[src/hdl/rspd_pkg.sv]
// Shared types and constants of the ramp speed tracker.
package rspd_pkg;

  localparam int LEVEL_W    = 32;
  localparam int REM_W      = 17;
  localparam int DIVR_W     = 16;
  localparam int RATE_W     = 31;
  localparam int ACC_W      = 33;
  localparam int MAG_W      = 32;
  localparam int SUM_W      = 34;
  localparam int CFG_IDX_W  = 2;
  localparam int CFG_DATA_W = 31;

  localparam logic [DIVR_W-1:0] CONTROL_RATE_RST = 16'd20000;

  localparam logic CMD_RESTART = 1'b0;
  localparam logic CMD_STEP    = 1'b1;

  typedef enum logic [CFG_IDX_W-1:0] {
    REG_CONTROL_RATE = 2'd0,
    REG_RISE_RATE    = 2'd1,
    REG_FALL_RATE    = 2'd2
  } cfg_reg_t;

  typedef enum logic [4:0] {
    ST_IDLE  = 5'b00001,
    ST_ACC   = 5'b00010,
    ST_PREP  = 5'b00100,
    ST_DIV   = 5'b01000,
    ST_SUM   = 5'b10000
  } state_t;

  typedef struct packed {
    logic start;
  } div_ctrl_t;

  typedef struct packed {
    logic busy;
    logic done;
  } div_stat_t;

endpackage

[src/hdl/rspd_in_if.sv]
// Command channel: restart or step command with its value.
interface rspd_in_if;
  import rspd_pkg::*;

  logic                      valid;
  logic                      ready;
  logic                      command;
  logic signed [LEVEL_W-1:0] value;

  modport source (output valid, output command, output value, input ready);
  modport sink (input valid, input command, input value, output ready);
endinterface

[src/hdl/rspd_out_if.sv]
// Result channel: ramped level after each step.
interface rspd_out_if;
  import rspd_pkg::*;

  logic                      valid;
  logic                      ready;
  logic signed [LEVEL_W-1:0] level;

  modport source (output valid, output level, input ready);
  modport sink (input valid, input level, output ready);
endinterface

[src/hdl/rspd_div.sv]
// Restoring unsigned divider, one quotient bit per cycle.
module rspd_div (
  input  logic                            clk,
  input  logic                            rst,
  input  rspd_pkg::div_ctrl_t             ctrl,
  input  logic [rspd_pkg::MAG_W-1:0]      dividend,
  input  logic [rspd_pkg::DIVR_W-1:0]     divisor,
  output rspd_pkg::div_stat_t             stat,
  output logic [rspd_pkg::MAG_W-1:0]      quotient,
  output logic [rspd_pkg::DIVR_W-1:0]     remainder
);
  import rspd_pkg::*;

  localparam int CNT_W = $clog2(MAG_W);

  logic              busy;
  logic              done;
  logic [CNT_W-1:0]  count;
  logic [MAG_W-1:0]  quo;
  logic [DIVR_W-1:0] rem;
  logic [DIVR_W-1:0] dvsr;
  logic [DIVR_W+1:0] diff;
  logic              neg;

  // Trial subtract of the divisor from the shifted partial remainder
  assign diff = {1'b0, rem, quo[MAG_W-1]} - {2'b00, dvsr};
  assign neg  = diff[DIVR_W+1];

  // Sequence the iterations
  always_ff @(posedge clk) begin
    if (rst) begin
      busy <= 1'b0;
      done <= 1'b0;
    end else begin
      done <= 1'b0;
      if (ctrl.start) begin
        busy <= 1'b1;
      end else if (busy && count == '0) begin
        busy <= 1'b0;
        done <= 1'b1;
      end
    end
  end

  // Shift quotient bits in, keep or restore the partial remainder
  always_ff @(posedge clk) begin
    if (ctrl.start) begin
      count <= CNT_W'(MAG_W - 1);
      quo   <= dividend;
      rem   <= '0;
      dvsr  <= divisor;
    end else if (busy) begin
      count <= count - 1'b1;
      quo   <= {quo[MAG_W-2:0], ~neg};
      rem   <= neg ? {rem[DIVR_W-2:0], quo[MAG_W-1]} : diff[DIVR_W-1:0];
    end
  end

  assign stat.busy = busy;
  assign stat.done = done;
  assign quotient  = quo;
  assign remainder = rem;

  a_done_after_busy: assert property (@(posedge clk) disable iff (rst)
    stat.done |-> $past(stat.busy))
    else $error("divider done without a run");
  a_rem_below_divisor: assert property (@(posedge clk) disable iff (rst)
    (stat.done && dvsr != '0) |-> (rem < dvsr))
    else $error("divider remainder not below divisor");
  a_no_start_while_busy: assert property (@(posedge clk) disable iff (rst)
    (busy && count != '0) |-> !ctrl.start)
    else $error("divider restarted mid run");

endmodule

[src/hdl/ramp_speed_tracker.sv]
// Acceleration-limited ramp toward a goal level, top level.
// Restart command: loads the level, gives no result.
// Step command: accumulate, prepare, divide (32-iteration serial divider) and sum states,
// sum alone when the goal equals the level; a step holds off the next command until done.
// The result register lets the next command be accepted while a result waits.
// Synchronous active-high reset: level and remainder 0, control_rate 20000, rates 0.
module ramp_speed_tracker (
  input  logic                                clk,
  input  logic                                rst,
  rspd_in_if.sink                             cmd_ch,
  rspd_out_if.source                          lvl_ch,
  input  logic                                cfg_we,
  input  logic [rspd_pkg::CFG_IDX_W-1:0]      cfg_index,
  input  logic [rspd_pkg::CFG_DATA_W-1:0]     cfg_data
);
  import rspd_pkg::*;

  state_t state;

  logic [DIVR_W-1:0] control_rate;
  logic [RATE_W-1:0] rise_rate;
  logic [RATE_W-1:0] fall_rate;

  logic signed [LEVEL_W-1:0] level;
  logic signed [REM_W-1:0]   remainder;
  logic signed [LEVEL_W-1:0] goal;
  logic                      dir_up;
  logic                      away;
  logic                      hold;
  logic signed [ACC_W-1:0]   acc;
  logic                      acc_neg;
  logic [MAG_W-1:0]          acc_mag;
  logic signed [LEVEL_W-1:0] new_level;
  logic signed [REM_W-1:0]   new_rem;
  logic                      out_valid;
  logic signed [LEVEL_W-1:0] out_level;
  logic                      div_launch;

  logic                      cmd_take;
  logic                      out_free;
  logic [DIVR_W-1:0]         divisor;
  logic [RATE_W-1:0]         rate_sel;
  logic signed [ACC_W-1:0]   rate_ext;
  logic signed [ACC_W-1:0]   acc_sum;
  logic signed [ACC_W-1:0]   acc_abs;
  logic signed [ACC_W-1:0]   quo_s;
  logic signed [SUM_W-1:0]   lvl_sum;
  logic signed [LEVEL_W-1:0] lvl_sat;
  logic signed [REM_W-1:0]   rem_s;
  logic                      reach_goal;
  logic                      reach_zero;
  logic signed [LEVEL_W-1:0] fin_level;
  logic signed [REM_W-1:0]   fin_rem;

  div_ctrl_t             div_ctrl;
  div_stat_t             div_stat;
  logic [MAG_W-1:0]      div_quo;
  logic [DIVR_W-1:0]     div_rem;

  assign cmd_take     = cmd_ch.valid && cmd_ch.ready;
  assign cmd_ch.ready = (state == ST_IDLE);
  assign out_free     = !out_valid || lvl_ch.ready;
  assign divisor      = (control_rate == '0) ? DIVR_W'(1) : control_rate;

  // Pick the rate and add it to the remainder
  assign rate_sel = away ? rise_rate : fall_rate;
  assign rate_ext = dir_up ? $signed({2'b00, rate_sel}) : -$signed({2'b00, rate_sel});
  assign acc_sum  = $signed({{(ACC_W-REM_W){remainder[REM_W-1]}}, remainder}) + rate_ext;
  assign acc_abs  = acc[ACC_W-1] ? -acc : acc;

  // Signed quotient and remainder, saturating level update
  assign quo_s   = acc_neg ? -$signed({1'b0, div_quo}) : $signed({1'b0, div_quo});
  assign lvl_sum = $signed({{(SUM_W-LEVEL_W){level[LEVEL_W-1]}}, level})
                 + $signed({quo_s[ACC_W-1], quo_s});
  assign rem_s   = acc_neg ? -$signed({1'b0, div_rem}) : $signed({1'b0, div_rem});

  always_comb begin
    if (lvl_sum > $signed(SUM_W'({1'b0, {(LEVEL_W-1){1'b1}}}))) begin
      lvl_sat = {1'b0, {(LEVEL_W-1){1'b1}}};
    end else if (lvl_sum < -$signed(SUM_W'({1'b1, {(LEVEL_W-1){1'b0}}}))) begin
      lvl_sat = {1'b1, {(LEVEL_W-1){1'b0}}};
    end else begin
      lvl_sat = lvl_sum[LEVEL_W-1:0];
    end
  end

  // Keep the level on a hold, clamp at the goal, stop at zero on a crossing
  always_comb begin
    reach_goal = 1'b0;
    reach_zero = 1'b0;
    fin_level  = new_level;
    fin_rem    = new_rem;
    if (dir_up) begin
      if (away || goal <= 0) begin
        reach_goal = (new_level >= goal);
      end else begin
        reach_zero = (new_level >= 0);
      end
    end else begin
      if (away || goal >= 0) begin
        reach_goal = (new_level <= goal);
      end else begin
        reach_zero = (new_level <= 0);
      end
    end
    if (hold) begin
      fin_level = level;
      fin_rem   = remainder;
    end else if (reach_goal) begin
      fin_level = goal;
      fin_rem   = '0;
    end else if (reach_zero) begin
      fin_level = '0;
      fin_rem   = '0;
    end
  end

  // Configuration writes
  always_ff @(posedge clk) begin
    if (rst) begin
      control_rate <= CONTROL_RATE_RST;
      rise_rate    <= '0;
      fall_rate    <= '0;
    end else if (cfg_we) begin
      case (cfg_reg_t'(cfg_index))
        REG_CONTROL_RATE: control_rate <= cfg_data[DIVR_W-1:0];
        REG_RISE_RATE:    rise_rate    <= cfg_data[RATE_W-1:0];
        REG_FALL_RATE:    fall_rate    <= cfg_data[RATE_W-1:0];
        default: ;
      endcase
    end
  end

  // Sequencer and state registers
  always_ff @(posedge clk) begin
    if (rst) begin
      state      <= ST_IDLE;
      level      <= '0;
      remainder  <= '0;
      out_valid  <= 1'b0;
      div_launch <= 1'b0;
    end else begin
      // Raise the result on a finished step, drop it once taken
      if (state == ST_SUM && out_free) begin
        out_valid <= 1'b1;
      end else if (lvl_ch.valid && lvl_ch.ready) begin
        out_valid <= 1'b0;
      end
      div_launch <= (state == ST_PREP);
      case (state)
        ST_IDLE: begin
          if (cmd_take) begin
            if (cmd_ch.command == CMD_RESTART) begin
              level     <= cmd_ch.value;
              remainder <= '0;
            end else if (cmd_ch.value == level) begin
              state <= ST_SUM;
            end else begin
              state <= ST_ACC;
            end
          end
        end
        ST_ACC:  state <= ST_PREP;
        ST_PREP: state <= ST_DIV;
        ST_DIV: begin
          if (div_stat.done) begin
            state <= ST_SUM;
          end
        end
        ST_SUM: begin
          if (out_free) begin
            level     <= fin_level;
            remainder <= fin_rem;
            state     <= ST_IDLE;
          end
        end
        default: state <= ST_IDLE;
      endcase
    end
  end

  // Payload registers
  always_ff @(posedge clk) begin
    if (state == ST_IDLE && cmd_take) begin
      goal   <= cmd_ch.value;
      hold   <= (cmd_ch.value == level);
      dir_up <= (cmd_ch.value > level);
      away   <= (cmd_ch.value > level) ? (level >= 0) : (level <= 0);
    end
    if (state == ST_ACC) begin
      acc <= acc_sum;
    end
    if (state == ST_PREP) begin
      acc_neg <= acc[ACC_W-1];
      acc_mag <= acc_abs[MAG_W-1:0];
    end
    if (state == ST_DIV && div_stat.done) begin
      new_level <= lvl_sat;
      new_rem   <= rem_s;
    end
    if (state == ST_SUM && out_free) begin
      out_level <= fin_level;
    end
  end

  // Launch the divider once the magnitude is registered
  always_comb begin
    div_ctrl.start = (state == ST_DIV) && !div_stat.busy && !div_stat.done && div_launch;
  end

  rspd_div u_div (
    .clk       (clk),
    .rst       (rst),
    .ctrl      (div_ctrl),
    .dividend  (acc_mag),
    .divisor   (divisor),
    .stat      (div_stat),
    .quotient  (div_quo),
    .remainder (div_rem)
  );

  assign lvl_ch.valid = out_valid;
  assign lvl_ch.level = out_level;

  a_done_in_div: assert property (@(posedge clk) disable iff (rst)
    div_stat.done |-> (state == ST_DIV))
    else $error("divider finished outside the divide phase");
  a_restart_load: assert property (@(posedge clk) disable iff (rst)
    (cmd_take && cmd_ch.command == CMD_RESTART) |=>
      (level == $past(cmd_ch.value) && remainder == '0))
    else $error("restart did not load the level");
  a_result_once: assert property (@(posedge clk) disable iff (rst)
    (lvl_ch.valid && lvl_ch.ready && state != ST_SUM) |=> !lvl_ch.valid)
    else $error("result repeated");
  a_busy_blocks_cmd: assert property (@(posedge clk) disable iff (rst)
    div_stat.busy |-> !cmd_ch.ready)
    else $error("command taken while dividing");

endmodule
[src/flat_wrapper.sv]
// flat-port wrapper written by rule: the top's interface ports become plain ports
module ramp_speed_tracker_flat import rspd_pkg::*;
  (clk, rst, cfg_we, cfg_index, cfg_data, cmd_ch_valid, cmd_ch_command, cmd_ch_value, cmd_ch_ready, lvl_ch_valid, lvl_ch_level, lvl_ch_ready);
  rspd_in_if cmd_ch_i ();
  rspd_out_if lvl_ch_i ();
  input  logic clk;
  input  logic rst;
  input  logic cfg_we;
  input  logic [rspd_pkg::CFG_IDX_W-1:0] cfg_index;
  input  logic [rspd_pkg::CFG_DATA_W-1:0] cfg_data;
  input wire logic [$bits(cmd_ch_i.valid)-1:0] cmd_ch_valid;
  input wire logic [$bits(cmd_ch_i.command)-1:0] cmd_ch_command;
  input wire logic [$bits(cmd_ch_i.value)-1:0] cmd_ch_value;
  output wire logic [$bits(cmd_ch_i.ready)-1:0] cmd_ch_ready;
  output wire logic [$bits(lvl_ch_i.valid)-1:0] lvl_ch_valid;
  output wire logic [$bits(lvl_ch_i.level)-1:0] lvl_ch_level;
  input wire logic [$bits(lvl_ch_i.ready)-1:0] lvl_ch_ready;
  assign cmd_ch_i.valid = cmd_ch_valid;
  assign cmd_ch_i.command = cmd_ch_command;
  assign cmd_ch_i.value = cmd_ch_value;
  assign cmd_ch_ready = cmd_ch_i.ready;
  assign lvl_ch_valid = lvl_ch_i.valid;
  assign lvl_ch_level = lvl_ch_i.level;
  assign lvl_ch_i.ready = lvl_ch_ready;
  ramp_speed_tracker u_core (.clk(clk), .rst(rst), .cmd_ch(cmd_ch_i), .lvl_ch(lvl_ch_i), .cfg_we(cfg_we), .cfg_index(cfg_index), .cfg_data(cfg_data));
endmodule
[config.mk]
export PLATFORM = sky130hd
export DESIGN_NAME = ramp_speed_tracker_flat
export DESIGN_NICKNAME = d
export VERILOG_FILES = /design/src/hdl/rspd_pkg.sv /design/src/hdl/rspd_in_if.sv /design/src/hdl/rspd_out_if.sv /design/src/hdl/rspd_div.sv /design/src/hdl/ramp_speed_tracker.sv /design/src/flat_wrapper.sv
export SDC_FILE = /design/constraint.sdc
export NUM_CORES = 1
export LEC_CHECK = 0
export BUFFER_PORTS_ARGS = -buffer_cell sky130_fd_sc_hd__buf_2
export CORE_UTILIZATION = 28
export DETAILED_ROUTE_END_ITERATION = 8
export GPL_ROUTABILITY_DRIVEN = 0
export MAX_ROUTING_LAYER = met4
export PLACE_DENSITY = 0.48
export SLEW_MARGIN = 30
export SYNTH_ARGS = -nofsm -noshare
export SYNTH_HDL_FRONTEND = slang
export SYNTH_SLANG_ARGS = --single-unit
[constraint.sdc]
create_clock -name clk -period 4.55 [get_ports clk]
set_input_delay 0.455 -clock clk [delete_from_list [all_inputs] [get_ports clk]]
set_output_delay 0.455 -clock clk [all_outputs]
set_load 0.01 [all_outputs]
## Yosys cells after proc, flatten, opt, wreduce, memory -nomap -nowiden

Cells that the tools add are included.

| operators by class | value |
|---|---|
| equality and inequality tests | 14 |
| bitwise logic cells | 1 |
| reductions and logical operators | 29 |
| $lt $le $gt $ge | 11 |
| mux-type cells | 41 |
| $add $sub $neg | 8 |

Operators with widths:

| kind | number |
|---|---|
| 32-bit 2-to-1 mux | 10 |
| 17-bit 2-to-1 mux | 6 |
| 32-bit by 1-bit greater-or-equal comparator with 1-bit output (second input constant) | 3 |
| 32-bit by 1-bit less-or-equal comparator with 1-bit output (second input constant) | 3 |
| 33-bit 2-to-1 mux | 2 |
| 32-bit one-hot mux with 2 select lines | 1 |
| 32-bit by 33-bit adder with 34-bit output | 1 |
| 34-bit by 32-bit greater-than comparator with 1-bit output (second input constant) | 1 |
| 34-bit by 32-bit < comparator with 1-bit output (second input constant) | 1 |
| 17-bit one-hot mux with 2 select lines | 1 |
| 17-bit by 33-bit adder with 33-bit output | 1 |
| 31-bit negator with 33-bit output | 1 |
| 32-bit negator with 33-bit output | 1 |
| 32-bit equality test | 1 |
| 32-bit greater-or-equal comparator | 1 |
| 32-bit greater-than comparator | 1 |
| 32-bit less-or-equal comparator | 1 |
| 16-bit 2-to-1 mux | 2 |
| 32-bit negator | 1 |
| 31-bit 2-to-1 mux | 1 |
| 5-bit 2-to-1 mux | 5 |
| 5-bit one-hot mux with 5 select lines | 1 |
| 17-bit by 16-bit subtractor with 18-bit output | 1 |
| 16-bit negator with 17-bit output | 1 |
| other kinds (23) | 56 |

| storage, ports and cells | value |
|---|---|
| input bits | 71 |
| output and inout bits | 34 |
| bits in registers | 387 |
| logic and storage cells | 129 |

## Depth between registers and ports, before layout

| depth | value |
|---|---|
| word-level depth | 9 |
| depth in mapped cells | 21 |
| gate-level depth less buffers | 19 |

## Cells and area by module

A second synthesis with hierarchy kept.

| second synthesis, totals | value |
|---|---|
| cell total of the unflattened synthesis | 2494 |
| area total of the unflattened synthesis | 23457.5 um2 |

By module, submodules not included:

| module | area each (um2) | times used | cells each |
|---|---|---|---|
| ramp_speed_tracker | 19625.1 | 1 | 2154 |
| rspd_div | 3832.4 | 1 | 340 |

## Least setup slack after synthesis

OpenSTA, ideal clock, no wires.

| timing | value |
|---|---|
| path kind | register to register |
| start point | register u_core.away |
| end point | register u_core.acc[32] (data pin) |
| data required time | 4291 ps |
| slack | -476 ps |
| cell stages (with the launch flop) | 19 |
| buffers on the path | 6 |
| clock period less this slack | 5026 ps |
| data arrival time | 4766 ps |
| setup time | 259 ps |
| cell sequence | edfxtp_1 -> buf_2 -> buf_2 -> clkbuf_1 -> buf_1 -> buf_2 -> buf_1 -> mux2i_1 -> xnor2_1 -> ha_1 -> nor3_1 -> o21ai_0 -> a31o_2 -> a21oi_1 -> o221ai_1 -> a2111oi_0 -> o21bai_1 -> a21oi_1 -> xnor2_1 |

| between the ends | value |
|---|---|
| cells in the longest elaborated chain, start to end | 4 |

Ends and longest elaborated chain:

| what | line | text |
|---|---|---|
| from (decl) | ramp_speed_tracker.sv:28 | `logic away;` |
| from (signal assigned) | ramp_speed_tracker.sv:188 | `away <= (cmd_ch.value > level) ? (level >= 0) : (level <= 0);` |
| 31-bit 2-to-1 mux (*) | ramp_speed_tracker.sv:66 | `assign rate_sel = away ? rise_rate : fall_rate;` |
| 31-bit negator with 33-bit output | ramp_speed_tracker.sv:67 | `assign rate_ext = dir_up ? $signed({2'b00, rate_sel}) : -$signed({2'b00, rate_sel});` |
| 33-bit 2-to-1 mux (*) | ramp_speed_tracker.sv:67 |  |
| 17-bit by 33-bit adder with 33-bit output (*) | ramp_speed_tracker.sv:68 | `assign acc_sum = $signed({{(ACC_W-REM_W){remainder[REM_W-1]}}, remainder}) + rate_ext;` |
| named net u_core.acc_sum[32] | ramp_speed_tracker.sv:44 | `logic signed [ACC_W-1:0] acc_sum;` |
| to (signal assigned) | ramp_speed_tracker.sv:191 | `acc <= acc_sum;` |
| to (decl) | ramp_speed_tracker.sv:30 | `logic signed [ACC_W-1:0] acc;` |

The timed path passes the listed nets; every way through them passes the cells marked *.
A chain may end at the register's enable or synchronous reset.

## Worst setup path after layout

| timing | value |
|---|---|
| start point | register u_core.u_div.quo[3] (netlist: u_core.u_div.quotient[3]) |
| end point | register u_core.new_level[6] (data pin) |

| between the ends | value |
|---|---|
| cells in the longest elaborated chain, start to end | 5 |
| elaborated cells between the ends (all ways) | 6 |
| those cells by class | 2 x add/sub; 2 x order compare; 2 x mux |

Ends and longest elaborated chain:

| what | line | text |
|---|---|---|
| from (decl) | rspd_div.sv:19 | `logic [MAG_W-1:0] quo;` |
| from (signal assigned) | rspd_div.sv:49 | `quo <= dividend;` |
| from (signal assigned) | rspd_div.sv:54 | `quo <= {quo[MAG_W-2:0], ~neg};` |
| 32-bit negator with 33-bit output | ramp_speed_tracker.sv:72 | `assign quo_s = acc_neg ? -$signed({1'b0, div_quo}) : $signed({1'b0, div_quo});` |
| 33-bit 2-to-1 mux (*) | ramp_speed_tracker.sv:72 |  |
| 32-bit by 33-bit adder with 34-bit output (*) | ramp_speed_tracker.sv:74 | `+ $signed({quo_s[ACC_W-1], quo_s});` |
| 34-bit by 32-bit < comparator with 1-bit output | ramp_speed_tracker.sv:80 | `end else if (lvl_sum < -$signed(SUM_W'({1'b1, {(LEVEL_W-1){1'b0}}}))) begin` |
| 32-bit 2-to-1 mux | ramp_speed_tracker.sv:80 |  |
| to (signal assigned) | ramp_speed_tracker.sv:198 | `new_level <= lvl_sat;` |
| to (decl) | ramp_speed_tracker.sv:33 | `logic signed [LEVEL_W-1:0] new_level;` |

Every way passes the cells marked *; elsewhere a longest branch is shown, timed or not.

==> impl_metrics.json <==
{
  "post-route-min-period_ps": 4580,
  "final_design_instance_area_without_fill_mm2": 0.0273,
  "rows": 103,
  "synth_seq_cells": 387,
  "crit_type": "reg -> reg",
  "via_count": 18049,
  "top_level_ports": 105,
  "die_width_um": 286,
  "initial_core_util": 0.284,
  "fraction_of_final_layout_cells_sized_beyond_drive_strength_1": 0.168,
  "postCtsHoldBufs": 0,
  "firstDrtPassIters": 5,
  "areaGrowthSynthToFinish_pct": 20.9,
  "post_route_skew_ps": 29.7,
  "floorplan.die.height_um": 286,
  "final_cell_count_no_fill": 3643,
  "status": "finished with violations",
  "antenna_left": 0,
  "first_iter_violations": 1042,
  "total_power_mw": 9.74,
  "failed_checks": "setup timing",
  "layout.core_utilization": 0.344,
  "antenna-diode-count": 0,
  "fp.dieArea_mm2": 0.0818,
  "asyncSetResetFlopFracSynth": 0,
  "critPathRequiredTime_ps": 4890,
  "seq_area_frac_synth": 0.445,
  "startpoint_type": "flop",
  "area_of_combinational_cells_with_multiple_inputs_mm2": 0.0121,
  "place_inst": 3534,
  "drt-vias-per-instance": 4.95,
  "slew_headroom": 0.396,
  "synth.avg_cell_area_um2": 9.50,
  "synth-edff-count": 230,
  "clock_latency_ps": 600,
  "num_clock_sinks": 387,
  "dp_hpwl_um": 47100,
  "power_per_cell_area_mw_per_mm2": 357,
  "routed_wirelength_um": 62800,
  "clock_tree.htree_level_count": 2,
  "cts.clk_slew.worst_paths_ps": 60,
  "grt_pass1_wl_um": 98000,
  "timing_hold_violations_final": 0,
  "post_synth_inst_count": 2377,
  "vdd.ir_drop.worst_v": 0.000248,
  "buffer_ports.inserted": 104,
  "finish.net_count": 2779,
  "setup_violations": 19,
  "fp.coreArea_mm2": 0.0794,
  "mappedNetlistArea_mm2": 0.0226,
  "synth-warning-count": 0,
  "rsz0062_at_grt": "yes",
  "max-clock-path-buffers": 3,
  "period_share": 1.01,
  "post_synth_net_total": 2601,
  "slew_viol_final": 0,
  "numCtsBuffers": 46,
  "regArea_mm2": 0.0100,
  "fmax_mhz": 218,
  "tritoncts_clock_tree": "yes",
  "cts_root_buffer": "sky130_fd_sc_hd__clkbuf_16",
  "detailed_place.area_mm2": 0.0250,
  "synth_ff_type": "sky130_fd_sc_hd__edfxtp_1",
  "groute.usage.overall": 0.154,
  "routedWlPerCell_um": 17.3,
  "grt_max_degree": 86,
  "worst-endpoint-arrival_ps": 4920,
  "fillers": 8134,
  "number_of_max_cap_violations": 0,
  "timing_worst_slew_pin_value_ps": 900,
  "ys_types": 76,
  "antenna_found_initial": 1,
  "globalRouteOverflowTotal": 0,
  "cellLeakagePower_nw": 10.6,
  "critPathMaxFanout": 7,
  "postLayoutSetupSlackWorst_ps": -31.2,
  "crit_end_element": "flop",
  "timing.hold.worst.class": "in -> reg",
  "drc": 0,
  "first_global_vias": 17681
}
## per-stage QoR
step | setup slack [ps] | TNS, ps | hold WS, ps
3_5_place_dp | -222 | -5700 | 443
4_1_cts | -2.98 | -5.56 | 36.5
2_1_floorplan | -2.27 | -2.27 | 433
3_3_place_gp | -180 | -5060 | 442
6_report | -31.2 | -259 | 75.5
5_1_grt | -205 | -5660 | 52.8
## repair_timing
item                                    in CTS  in global routing
setup buffers                                2                 15
pin swaps                                    7                 36
endpoints found under the setup margin      33                 38
resized for setup                           35                 67
gates cloned                                 1                  3
endpoints found under the hold margin        0                  0
## worst max-delay path: stages, from the launching register on
cell and delay, ps:
sky130_fd_sc_hd__edfxtp_1 390, sky130_fd_sc_hd__or4_4 560, sky130_fd_sc_hd__nand2b_4 160, sky130_fd_sc_hd__nand2b_4 140, sky130_fd_sc_hd__or3_4 400, sky130_fd_sc_hd__o31ai_1 300
sky130_fd_sc_hd__xnor2_1 160, sky130_fd_sc_hd__ha_1 270, sky130_fd_sc_hd__and3_1 170, sky130_fd_sc_hd__a221o_1 330, sky130_fd_sc_hd__a21oi_2 160, sky130_fd_sc_hd__nand3_1 110
sky130_fd_sc_hd__o21a_1 200, sky130_fd_sc_hd__or3_4 350, sky130_fd_sc_hd__a31oi_4 220, sky130_fd_sc_hd__buf_4 160, sky130_fd_sc_hd__clkbuf_16 150, sky130_fd_sc_hd__o31ai_4 70
## cells in the mapped netlist, types with 14 or more instances
| library cell | n | area, um^2 |
|---|---|---|
| sky130_fd_sc_hd__o21a_1 | 21 | 158 |
| sky130_fd_sc_hd__mux2_2 | 32 | 360 |
| sky130_fd_sc_hd__and2_1 | 14 | 87.6 |
| sky130_fd_sc_hd__a22o_1 | 30 | 263 |
| sky130_fd_sc_hd__a21oi_1 | 184 | 921 |
| sky130_fd_sc_hd__ha_1 | 150 | 1880 |
| sky130_fd_sc_hd__nor2b_1 | 16 | 100 |
| sky130_fd_sc_hd__or3_1 | 16 | 100 |
| sky130_fd_sc_hd__o21ai_0 | 114 | 571 |
| sky130_fd_sc_hd__a21o_1 | 36 | 270 |
| sky130_fd_sc_hd__nor3_1 | 53 | 265 |
| sky130_fd_sc_hd__mux2i_1 | 63 | 631 |
| sky130_fd_sc_hd__nand2b_1 | 16 | 100 |
| sky130_fd_sc_hd__xor2_1 | 29 | 254 |
| sky130_fd_sc_hd__nand2_1 | 381 | 1430 |
| sky130_fd_sc_hd__edfxtp_1 | 230 | 6910 |
| sky130_fd_sc_hd__o22ai_1 | 35 | 219 |
| sky130_fd_sc_hd__clkbuf_1 | 94 | 353 |
| sky130_fd_sc_hd__inv_1 | 134 | 503 |
| sky130_fd_sc_hd__dfxtp_1 | 157 | 3140 |
| sky130_fd_sc_hd__nand3_1 | 28 | 140 |
| sky130_fd_sc_hd__o31ai_1 | 34 | 255 |
| sky130_fd_sc_hd__a22oi_1 | 34 | 255 |
| sky130_fd_sc_hd__xnor2_1 | 139 | 1220 |
| sky130_fd_sc_hd__nand4_1 | 25 | 156 |
| sky130_fd_sc_hd__nor4_1 | 40 | 250 |
| sky130_fd_sc_hd__nor2_1 | 84 | 315 |
## cell families (layout without fill, tap and decap cells)
kind of cell	after synthesis	count (layout)	synth area share
XOR/XNOR	168	168	0.0652
AO/OA/AOI/OAI	592	592	0.167
flip-flops	387	387	0.445
AND/OR/NAND/NOR	737	737	0.152
buffers and inverters	245	461	0.0409
adder cells (fa/ha/maj)	153	153	0.0858
multiplexers	95	95	0.0439
## final timing paths
kind              slack (ps)                               start  depth (start not counted)                           endpoint
setup reg to reg         -30  u_core.u_div.quotient[3]$_DFFE_PP_                         17  u_core.new_level[6]$_SDFFCE_PN1P_
setup / recovery         -30  u_core.u_div.quotient[3]$_DFFE_PP_                         17  u_core.new_level[6]$_SDFFCE_PN1P_
hold / removal            80                    cmd_ch_value[10]                          1          u_core.goal[10]$_DFFE_PP_
hold reg to reg          450   u_core.rise_rate[28]$_SDFFE_PP0P_                          2  u_core.rise_rate[28]$_SDFFE_PP0P_
## registers in the layout, summed over array words and instances, names as in the netlist, 32 cells and up
register / count
u_core.lvl_ch.level: 32
u_core.acc: 33
u_core.acc_mag: 32
u_core.u_div.quotient: 32
u_core.level: 32
u_core.new_level: 32
u_core.goal: 32
## power by group
| group | internal [mW] | switching [mW] | leakage [nW] | total [mW] |
|---|---|---|---|---|
| combinational | 0.793 | 1.04 | 6.49 | 1.84 |
| clock | 2.30 | 1.57 | 0.763 | 3.88 |
| sequential | 3.89 | 0.130 | 3.38 | 4.02 |
| total | 6.99 | 2.75 | 10.6 | 9.74 |
## per-layer routing
| metal | vias up | track usage | share of wire |
|---|---|---|---|
| li1 | 8995 | - | - |
| met1 | 8585 | 0.200 | 0.47 |
| met2 | 379 | 0.251 | 0.47 |
| met3 | 90 | 0.0203 | 0.040 |
| met4 | 0 | 0.0416 | 0.025 |
| met5 | - | - | 0 |
## layout make-up
class | instances | share of cell area
sequential | 387 | 0.368
multi-input combinational | 1745 | 0.443
timing repair buffer | 240 | 0.0636
clock inverter | 27 | 0.0125
tap | 1050 | 0.0481
clock buffer | 59 | 0.0458
inverter | 135 | 0.0186
## cell usage in the layout, fill, tap and decap left out, types with 77 or more instances in the layout
cell type	synthesis	layout
sky130_fd_sc_hd__inv_1	134	134
sky130_fd_sc_hd__buf_2	3	103
sky130_fd_sc_hd__nand2_1	381	378
sky130_fd_sc_hd__a21oi_1	184	179
sky130_fd_sc_hd__buf_4	0	121
sky130_fd_sc_hd__xnor2_1	139	137
sky130_fd_sc_hd__edfxtp_1	230	230
sky130_fd_sc_hd__ha_1	150	146
sky130_fd_sc_hd__dfxtp_1	157	157
sky130_fd_sc_hd__o21ai_0	114	93
sky130_fd_sc_hd__nor2_1	84	77
Power figures use the tool's default switching activity.
